**config.mk**
```make
export PLATFORM = sky130hd
export DESIGN_NAME = acs_alu
export DESIGN_NICKNAME = d
export VERILOG_FILES = /design/src/hw/rtl/acs_pkg.sv /design/src/hw/rtl/acs_alu.sv
export SDC_FILE = /design/constraint.sdc
export NUM_CORES = 1
export LEC_CHECK = 0
export BUFFER_PORTS_ARGS = -buffer_cell sky130_fd_sc_hd__buf_4
export CAP_MARGIN = 5
export CORE_MARGIN = 2
export CORE_UTILIZATION = 45
export DETAILED_ROUTE_END_ITERATION = 7
export HOLD_SLACK_MARGIN = 0.02
export MAX_ROUTING_LAYER = met4
export PLACE_DENSITY_LB_ADDON = 0.25
export SYNTH_ARGS = -nofsm -noshare
export SYNTH_HDL_FRONTEND = slang
export SYNTH_SLANG_ARGS = --single-unit
```
**constraint.sdc**
```tcl
create_clock -name clk_i -period 6.3 [get_ports clk_i]
set_clock_uncertainty 0.15 [all_clocks]
set_input_delay 0.315 -clock clk_i [delete_from_list [all_inputs] [get_ports clk_i]]
set_output_delay 0.315 -clock clk_i [all_outputs]
set_load 0.02 [all_outputs]
```
**src/hw/rtl/acs_pkg.sv**
```systemverilog
`timescale 1ns / 1ps
// acs_pkg: shared types and codes for the accumulator CPU step unit.
// No dependencies; imported by acs_mem, acs_alu, accumulator_cpu_step_unit and tb_top.
package acs_pkg;

  localparam int MemBytesDef = 4096;

  localparam logic [1:0] REQ_WRITE = 2'd0;
  localparam logic [1:0] REQ_READ  = 2'd1;
  localparam logic [1:0] REQ_EXEC  = 2'd2;

  localparam logic [1:0] STAT_OK   = 2'd0;
  localparam logic [1:0] STAT_ADDR = 2'd1;
  localparam logic [1:0] STAT_ZERO = 2'd2;
  localparam logic [1:0] STAT_HALT = 2'd3;

  localparam logic [3:0] OP_LOAD  = 4'd0;
  localparam logic [3:0] OP_STORE = 4'd1;
  localparam logic [3:0] OP_ADD   = 4'd2;
  localparam logic [3:0] OP_MUL   = 4'd3;
  localparam logic [3:0] OP_DIV   = 4'd4;
  localparam logic [3:0] OP_IMM   = 4'd15;

  typedef struct packed {
    logic [1:0]  req_type;
    logic [11:0] address;
    logic [7:0]  write_data;
  } req_t;

  typedef struct packed {
    logic [7:0]  read_data;
    logic [15:0] accumulator;
    logic        carry;
    logic [12:0] program_counter;
    logic [3:0]  executed_opcode;
    logic [1:0]  status;
  } res_t;

  typedef enum logic [1:0] {
    ALU_ADD,
    ALU_MUL,
    ALU_DIV,
    ALU_REM
  } alu_op_e;

  typedef struct packed {
    logic        start;
    alu_op_e     op;
    logic [15:0] a;
    logic [11:0] b;
  } alu_cmd_t;

  typedef struct packed {
    logic        done;
    logic        ovf;
    logic [15:0] result;
  } alu_rsp_t;

  typedef enum logic [3:0] {
    S_CLEAR,
    S_IDLE,
    S_READ,
    S_FETCH1,
    S_FETCH2,
    S_DECODE,
    S_LOAD1,
    S_LOAD2,
    S_STORE2,
    S_ALU
  } state_e;

endpackage

```
**src/hw/rtl/acs_alu.sv**
```systemverilog
`timescale 1ns / 1ps
// acs_alu: shared iterative unit: registered add, shift-add multiply,
// restoring divide/remainder. Depends on acs_pkg.
module acs_alu (
  input  logic              clk_i,
  input  logic              rst_ni,
  input  acs_pkg::alu_cmd_t cmd_i,
  output acs_pkg::alu_rsp_t rsp_o
);
  import acs_pkg::*;

  localparam logic [3:0] MUL_LAST = 4'd11;
  localparam logic [3:0] DIV_LAST = 4'd15;

  logic        busy_q, busy_d;
  logic        done_q, done_d;
  logic [3:0]  cnt_q, cnt_d;
  alu_op_e     op_q, op_d;
  logic [16:0] sum_q, sum_d;
  logic [27:0] prod_q, prod_d;
  logic [27:0] mcand_q, mcand_d;
  logic [11:0] mplier_q, mplier_d;
  logic [11:0] rem_q, rem_d;
  logic [15:0] quo_q, quo_d;
  logic [11:0] dsr_q, dsr_d;

  logic [12:0] trial;
  logic [12:0] diff;
  logic        ge;
  logic        last;

  always_comb begin
    trial = {rem_q, quo_q[15]};
    diff  = trial - {1'b0, dsr_q};
    ge    = trial >= {1'b0, dsr_q};
    last  = (op_q == ALU_MUL) ? (cnt_q == MUL_LAST) : (cnt_q == DIV_LAST);

    busy_d   = busy_q;
    done_d   = 1'b0;
    cnt_d    = cnt_q;
    op_d     = op_q;
    sum_d    = sum_q;
    prod_d   = prod_q;
    mcand_d  = mcand_q;
    mplier_d = mplier_q;
    rem_d    = rem_q;
    quo_d    = quo_q;
    dsr_d    = dsr_q;

    if (cmd_i.start) begin
      op_d     = cmd_i.op;
      cnt_d    = '0;
      sum_d    = {1'b0, cmd_i.a} + {5'b0, cmd_i.b};
      prod_d   = '0;
      mcand_d  = {12'b0, cmd_i.a};
      mplier_d = cmd_i.b;
      rem_d    = '0;
      quo_d    = cmd_i.a;
      dsr_d    = cmd_i.b;
      if (cmd_i.op == ALU_ADD) begin
        done_d = 1'b1;
      end else begin
        busy_d = 1'b1;
      end
    end else if (busy_q) begin
      cnt_d = cnt_q + 4'd1;
      if (op_q == ALU_MUL) begin
        if (mplier_q[0]) begin
          prod_d = prod_q + mcand_q;
        end
        mcand_d  = {mcand_q[26:0], 1'b0};
        mplier_d = {1'b0, mplier_q[11:1]};
      end else begin
        rem_d = ge ? diff[11:0] : trial[11:0];
        quo_d = {quo_q[14:0], ge};
      end
      if (last) begin
        busy_d = 1'b0;
        done_d = 1'b1;
      end
    end
  end

  always_ff @(posedge clk_i or negedge rst_ni) begin
    if (!rst_ni) begin
      busy_q <= 1'b0;
      done_q <= 1'b0;
      cnt_q  <= '0;
      op_q   <= ALU_ADD;
    end else begin
      busy_q <= busy_d;
      done_q <= done_d;
      cnt_q  <= cnt_d;
      op_q   <= op_d;
    end
  end

  always_ff @(posedge clk_i) begin
    sum_q    <= sum_d;
    prod_q   <= prod_d;
    mcand_q  <= mcand_d;
    mplier_q <= mplier_d;
    rem_q    <= rem_d;
    quo_q    <= quo_d;
    dsr_q    <= dsr_d;
  end

  always_comb begin
    rsp_o.done   = done_q;
    rsp_o.ovf    = 1'b0;
    rsp_o.result = sum_q[15:0];
    case (op_q)
      ALU_ADD: begin
        rsp_o.result = sum_q[15:0];
        rsp_o.ovf    = sum_q[16];
      end
      ALU_MUL: begin
        rsp_o.result = prod_q[15:0];
        rsp_o.ovf    = |prod_q[27:16];
      end
      ALU_DIV: rsp_o.result = quo_q;
      ALU_REM: rsp_o.result = {4'b0, rem_q};
      default: rsp_o.result = sum_q[15:0];
    endcase
  end

  a_start_idle: assert property (@(posedge clk_i) disable iff (!rst_ni)
    cmd_i.start |-> !busy_q)
    else $error("alu started while busy");

  a_done_not_busy: assert property (@(posedge clk_i) disable iff (!rst_ni)
    done_q |-> !busy_q)
    else $error("alu done while still iterating");

endmodule

```
; ---- Word-level counts from Yosys, hierarchy flattened
; Cells that the tools add are included.
[word_totals]
ff_bits = 133
input_bits = 33
output_inout_bits = 18
[classes]
addsub = 4
order_cmp = 1
eq_ne = 7
muxes = 23
n_bitwise = 1
reduce_logical = 10
[op_table]
columns = op, n
row1 = $mux W16, 6
row2 = $pmux W16 S4, 1
row3 = $mux W12, 4
row4 = $add A28 B28 Y28, 1
row5 = $add A16 B12 Y17, 1
row6 = $ge A13 B12 Y1, 1
row7 = $reduce_or A12 Y1, 1
row8 = $sub A12 B12 Y12, 1
row9 = $mux W1, 9
row10 = $eq A4 B4 Y1 const B, 2
row11 = $mux W4, 2
row12 = $reduce_and A2 Y1, 4
row13 = $add A4 B1 Y4 const B, 1
row14 = $eq A2 B2 Y1 const B, 2
row15 = $logic_not A2 Y1, 2
row16 = $ne A2 B2 Y1 const B, 2
row17 = $reduce_bool A2 Y1, 2
row18 = $reduce_and A3 Y1, 1
row19 = $eq A2 B1 Y1 const B, 1
row20 = $pmux W1 S2, 1
row21 = $not A1 Y1, 1

; ---- Logic depth before layout (Yosys ltp)
; Gate-level depths: netlist (run 1).
[logic_depth]
depth_word = 5
mapped_depth = 11

; ---- Least setup slack after synthesis (run 1)
; No wires, ideal clock.
[synth_path]
path_type = input-to-reg
from = input port cmd_i[0] (netlist bit)
to = register sum_q[16], data pin
setup_time_ns = 0.255
arrival_ns = 2.234
t_required_ns = 5.895
path_slack_ns = 3.661
stages = 9
path_buffers = 0
path_cell_list = ha_1 -> fa_1 -> a21o_1 -> a21oi_1 -> o21bai_1 -> a31o_2 -> a41o_1 -> o21ba_2 -> and3_1
[synth_between]
elab_chain_cells = 1
[synth_lines]
columns = item, line
row1 = start: declaration, acs_alu.sv:7  ; input acs_pkg::alu_cmd_t cmd_i,
row2 = $add A16 B12 Y17, acs_alu.sv:53  ; sum_d = {1'b0, cmd_i.a} + {5'b0, cmd_i.b};
row3 = end signal: assignment, acs_alu.sv:99  ; sum_q <= sum_d;
row4 = end: declaration, acs_alu.sv:19  ; logic [16:0] sum_q, sum_d;
; No other way between the ends.
; A chain may end at the register's enable or synchronous reset.

; ---- Worst setup path in the final report (run 1)
[layout_path]
from = register op_q[0]
to = register prod_q[22]
[layout_between]
elab_chain_cells = 2
[layout_lines]
columns = item, line
row1 = start: declaration, acs_alu.sv:18  ; alu_op_e op_q, op_d;
row2 = start signal: assignment, acs_alu.sv:94  ; op_q <= op_d;
row3 = $eq A2 B1 Y1, acs_alu.sv:67  ; if (op_q == ALU_MUL) begin
row4 = $reduce_and A3 Y1 (no source line), n/a
row5 = end signal: assignment, acs_alu.sv:100  ; prod_q <= prod_d;
row6 = end: declaration, acs_alu.sv:20  ; logic [27:0] prod_q, prod_d;
; No other way between the ends.

==> results of run 1 <==
## state kept, by name (all words and copies together), names as in the netlist, 4 cells and up
name	flops
mcand_q	28
rem_q	12
cnt_q	4
quo_q	16
prod_q	28
sum_q	17
dsr_q	12
mplier_q	12
## synthesized netlist by cell type (all sizes together), types with 3 or more instances
cell type,number,area [um2]
nor3,11,55.1
o21a,6,52.6
and3,7,43.8
or2,3,21.3
nand4,5,31.3
a311oi,3,26.3
edfxtp,73,2190
mux4,12,270
clkbuf,24,90.1
mux2,14,158
nand2b,7,43.8
o21bai,5,37.5
a211oi,6,45.0
and2,4,25.0
fa,3,60.1
dfxtp,52,1040
o211ai,9,72.6
dfrtp,8,200
inv,54,203
o21ai,67,339
a21o,25,188
ha,52,651
nor2b,8,50.1
xor2,22,193
mux2i,15,150
nand2,113,424
or3,5,31.3
xnor2,22,193
buf,11,52.5
a21oi,66,338
nand3,18,90.1
a32oi,3,26.3
nor4,4,25.0
o311ai,3,43.8
a31oi,7,43.8
nor2,32,123
## cell type report
cell class | instances | area (um2) | area share
Timing Repair Buffer | 72 | 578 | 0.0626
Multi-Input combinational cell | 583 | 4110 | 0.446
Tap cell | 225 | 282 | 0.0305
Clock buffer | 19 | 443 | 0.0480
Inverter | 54 | 203 | 0.0220
Sequential cell | 133 | 3430 | 0.372
Clock inverter | 13 | 180 | 0.0195
## through the flow
step / cell area, um2 / total power, W / setup WS, ps
detailed placement: 8460 / 0.00149 / 2940
global route: 9230 / 0.00264 / 2660
finish: 9230 / 0.00254 / 2850
global placement: 8460 / 0.00149 / 3040
CTS: 9230 / 0.00255 / 2890
floorplan: 7890 / 0.00135 / 3660
## cell families after synthesis
kind of cell	count (synthesis)
AOI/OAI and AO/OA	223
xor gates and xnor gates	44
adders and majority gates	55
buffers and inverters	89
DFF	133
muxes	41
and+or+nand+nor	220
## routing by layer
layer	wire length [um]	vias to the layer above	share of wire
li1	-	3035	-
met1	8940	2881	0.49
met2	8510	136	0.46
met3	697	15	0.038
met4	192	0	0.010
met5	0	-	0
## power by group
part           internal, W  switching (W)  leakage (nW)
clock network     0.000671       0.000381         0.301
registers          0.00100      0.0000457          1.26
logic             0.000189       0.000246          2.47
## cells in the final DEF, fill, tap and decap left out, drive strengths merged, types with 22 or more instances in the layout
cell type	n
xnor2	22
ha	52
xor2	22
dfxtp	52
nand2	113
buf	57
inv	55
a21oi	66
edfxtp	73
o21ai	67
a21o	25
nor2	32
## critical path: stages, from the launching register on
cell and delay (ps):
dfrtp_1 1040, nand2b_1 200, nor2_1 660, nand2_1 470, buf_4 350, or3_1 320
o211ai_1 160
## what timing repair did
action,in CTS,in global routing
endpoints found under the hold margin,24,0
buffers inserted,0,0
hold buffers,15,0
gates resized for setup,0,0
## path summary, 6_finish.rpt
check	from	end	slack (ps)	depth (start not counted)
setup / recovery	op_q[0]	prod_q[22]	2850	6
hold / removal	cmd_i[23]	mcand_q[11]	50	3
setup reg to reg	op_q[0]	prod_q[22]	2850	6
hold reg to reg	prod_q[16]	prod_q[16]	330	2
max in group asynchronous	rst_ni	op_q[0]	5760	2
min in group asynchronous	rst_ni	busy_q	110	2
==> results.json, run 1 <==
{
  "synthXorXnorAreaFrac": 0.0488,
  "critical_path_required_ps": 6490,
  "grt-ovfl-total": 0,
  "die_w_um": 136,
  "cp_max_fo": 22,
  "fin_crit_sh": 0.548,
  "synth_compound_area_frac": 0.184,
  "wl_per_cell_um": 16.7,
  "final_cell_count_no_fill": 1099,
  "synth_cell_types": 67,
  "syn_area_um2": 7890,
  "htree_num_levels": 4,
  "p_per_area_nw_per_um2": 275,
  "tns_ps": 0,
  "syn-num-nets": 893,
  "grt_pass1_vias": 5736,
  "dpl.cell_count": 1052,
  "yosys_warnings": 0,
  "rsz0062_at_grt": "false",
  "cts-root-buf": "clkbuf_16",
  "use_met2": 0.327,
  "cts_tree": "yes",
  "ir_worst_vdd_uv": 219,
  "clock.fmax_mhz": 290,
  "drtAntennaViolNets": 0,
  "finalCoreUtilization": 0.536,
  "diodes": 0,
  "portBuffers": 50,
  "top_usage_layer": "met2",
  "clockBufferDepth": 2,
  "core-area_um2": 17200,
  "synth.area.mux_share": 0.0732,
  "totalWireLength_um": 18300,
  "crit_type": "reg2reg",
  "whs_ps": 50.6,
  "synthAdderAreaFrac": 0.0900,
  "antenna_found_initial": 0,
  "grtUsageTotal": 0.214,
  "hold_path_class": "in2reg",
  "start_util": 0.458,
  "finalHoldViolCount": 0,
  "fillers": 1522,
  "globalplace.congestion": 0.855,
  "syn_inst": 805,
  "rows": 48,
  "grt_max_degree": 75,
  "setup_violations": 0,
  "ys_ff_latch": 133,
  "clk_latency_ps": 430,
  "cts_buffers": 17,
  "area_delta_synth_final_pct": 17.0,
  "critPathArrivalTime_ps": 3640,
  "leakage_nw": 4.02,
  "clkSinkCount": 133,
  "synth-edff-count": 73,
  "dpl.hpwl_um": 12900,
  "synth_area_per_cell_um2": 9.80,
  "die_area_um2": 18600,
  "grt_pass1_wl_um": 29800,
  "maxCapViolations": 0,
  "yosys.area_share.simple": 0.125,
  "ys_seq_area_frac": 0.435,
  "slew_headroom": 0.292,
  "worst_setup_path_end_kind": "register",
  "fin_nets": 949,
  "status": "finished clean",
  "drt-pass1-iter-count": 7,
  "vias": 6067,
  "slew_violations": 0,
  "synthFlopType": "edfxtp_1",
  "grt.met3_usage": 0.0362,
  "layout-drive-gt1-share": 0.148,
  "route.detailed.drc": 0,
  "synth_top_family_by_area": "compound AO/OA/AOI/OAI gates",
  "async_flop_share": 0.0602,
  "fin_crit_ps": 3450,
  "ioPinCount": 51,
  "die-height_um": 136,
  "clk_transition_reported_paths_ps": 60,
  "met1_usage": 0.295,
  "drt_iter0_drc": 381,
  "via_per_inst": 5.52,
  "crit_path_start_kind": "register",
  "worstMarginPinSlew_ps": 1060
}
Note: power is estimated with default switching activity, not from simulation.
==> run 2, diff against run 1 <==
clock period = 3 ns   (was 6.3 ns; I/O delays follow)
==> run 2 against run 1 <==
Die area unchanged. Global-route usage is 0.50 points higher. Highest routed layer unchanged. Sequential share of layout area shrank 0.97 points. First-iteration DRC count up 8.9%. Sequential power rose by 110%. Setup slack got worse by 2800 ps. Flip-flop and latch count is the same. Clock-buffer cell count fell by 1. Final cell count rose by 2.3%. Critical endpoint is now sum_q[16]. Register-to-register slack worse by 2700 ps.
==> results.json, run 2 (synthesis results as in run 1) <==
{
  "status": "finished clean",
  "htree_num_levels": 4,
  "p_comb_frac": 0.181,
  "ir_worst_vdd_uv": 429,
  "crit_type": "in2reg",
  "ioPinCount": 51,
  "portBuffers": 50,
  "critical_path_required_ps": 3030,
  "grt-ovfl-total": 0,
  "netSwitchingFraction": 0.267,
  "core-area_um2": 17200,
  "slew_violations": 0,
  "fin_nets": 974,
  "worst_setup_path_end_kind": "register",
  "wl_per_cell_um": 16.8,
  "final_cell_count_no_fill": 1124,
  "p_per_area_nw_per_um2": 563,
  "area_delta_synth_final_pct": 20.1,
  "drtAntennaViolNets": 0,
  "grtUsageTotal": 0.219,
  "grt_pass1_wl_um": 30600,
  "route.detailed.drc": 0,
  "worstReg2RegStart": "mcand_q[1]",
  "critPathCapture": "sum_q[16]",
  "clk_transition_reported_paths_ps": 60,
  "die_area_um2": 18600,
  "fin_crit_sh": 0.969,
  "top_regs": "mcand_q (28), prod_q (28), sum_q (17)",
  "rsz0062_at_grt": "false",
  "whs_ps": 307,
  "slew_headroom": 0.492,
  "drt_iter0_drc": 415,
  "crit_start": "cmd_i[0]",
  "crit_path_start_kind": "input pin",
  "setup_violations": 0,
  "finalHoldViolCount": 0,
  "clkSinkCount": 133,
  "tns_ps": 0,
  "final_cell_mix": "nand2_1, edfxtp_1, a21oi_1, buf_4, o21ai_0",
  "power.total_w": 0.00534,
  "drt-pass1-iter-count": 5,
  "vias": 6195,
  "die_w_um": 136,
  "intPower_w": 0.00391,
  "hold_path_class": "in2reg",
  "dpl.hpwl_um": 13200,
  "fillers": 1500,
  "maxCapViolations": 0,
  "fin_crit_ps": 2910,
  "switchingPower_w": 0.00143,
  "clkPwrFrac": 0.408,
  "rows": 48,
  "finalCoreUtilization": 0.550,
  "cts_tree": "yes",
  "cts-root-buf": "clkbuf_16",
  "diodes": 0,
  "clk_latency_ps": 430,
  "dpl.cell_count": 1059,
  "critPathArrivalTime_ps": 2940,
  "clockBufferDepth": 2,
  "cts_buffers": 17,
  "antenna_found_initial": 0,
  "cp_max_fo": 3,
  "final_common_cell": "nand2_1",
  "globalplace.congestion": 0.913,
  "worstMarginPinSlew_ps": 761,
  "grt_max_degree": 111,
  "via_per_inst": 5.51,
  "grt_pass1_vias": 5936,
  "die-height_um": 136,
  "leakage_nw": 4.13,
  "rrSetupSlack_ps": 180,
  "layout-drive-gt1-share": 0.154,
  "clock.fmax_mhz": 344,
  "pwr-share-seq": 0.411,
  "r2r_end": "prod_q[27]",
  "totalWireLength_um": 18900,
  "worstRegToRegCells": 9,
  "start_util": 0.458
}
[run 2: metal layers]
layer,vias up,GRT usage,wire [um]
met2,150,0.337,8830
met3,21,0.0436,899
met5,-,-,0
li1,3085,-,-
met4,0,0.0666,308
met1,2939,0.294,8830
[run 2: per-stage QoR]
stage,area (um2),setup WS [ps]
3_5_place_dp,8520,180
5_1_grt,9480,5.83
4_1_cts,9470,71.7
6_report,9480,92.3
3_3_place_gp,8520,184
2_1_floorplan,7890,390
[run 2: worst min path at each step]
stage	from	endpoint	cells past startpoint
CTS	cmd_i[10]	dsr_q[10]	2
detailed placement	rst_ni	done_q	1
floorplan	rst_ni	busy_q	0
global route	cmd_i[2]	dsr_q[2]	2
global placement	rst_ni	done_q	1
finish	cmd_i[10]	dsr_q[10]	2
[run 2: repair_timing]
item                                    CTS  global route
setup buffers                             0             0
endpoints found under the setup margin    0             4
endpoints found under the hold margin    85             0
gates resized for setup                   0             3
hold buffers                             33             0
[run 2: final cells by class]
type | instances | area [um2] | area share
Tap cell | 225 | 282 | 0.0297
Clock inverter | 14 | 184 | 0.0194
Sequential cell | 133 | 3430 | 0.362
Multi-Input combinational cell | 583 | 4130 | 0.435
Timing Repair Buffer | 97 | 823 | 0.0868
Inverter | 54 | 203 | 0.0214
Clock buffer | 18 | 429 | 0.0453
[run 2: worst max-delay path: stages]
cell and delay (ps):
dlygate4sd3_1 540, buf_4 140, ha_1 230, fa_2 350, a21o_1 200, a21oi_1 150
buf_4 140, o21bai_1 90, a31o_2 270, a41o_1 270, o21ba_2 240, and3_1 160
[run 2: power groups by stage]
stage / Combinational (W) / Sequential [W] / Clock (W)
2_1_floorplan: 0.000649 / 0.00219 / 0
3_3_place_gp: 0.000915 / 0.00223 / 0
3_5_place_dp: 0.000921 / 0.00223 / 0
4_1_cts: 0.000964 / 0.00220 / 0.00222
5_1_grt: 0.00106 / 0.00221 / 0.00230
6_report: 0.000966 / 0.00220 / 0.00218
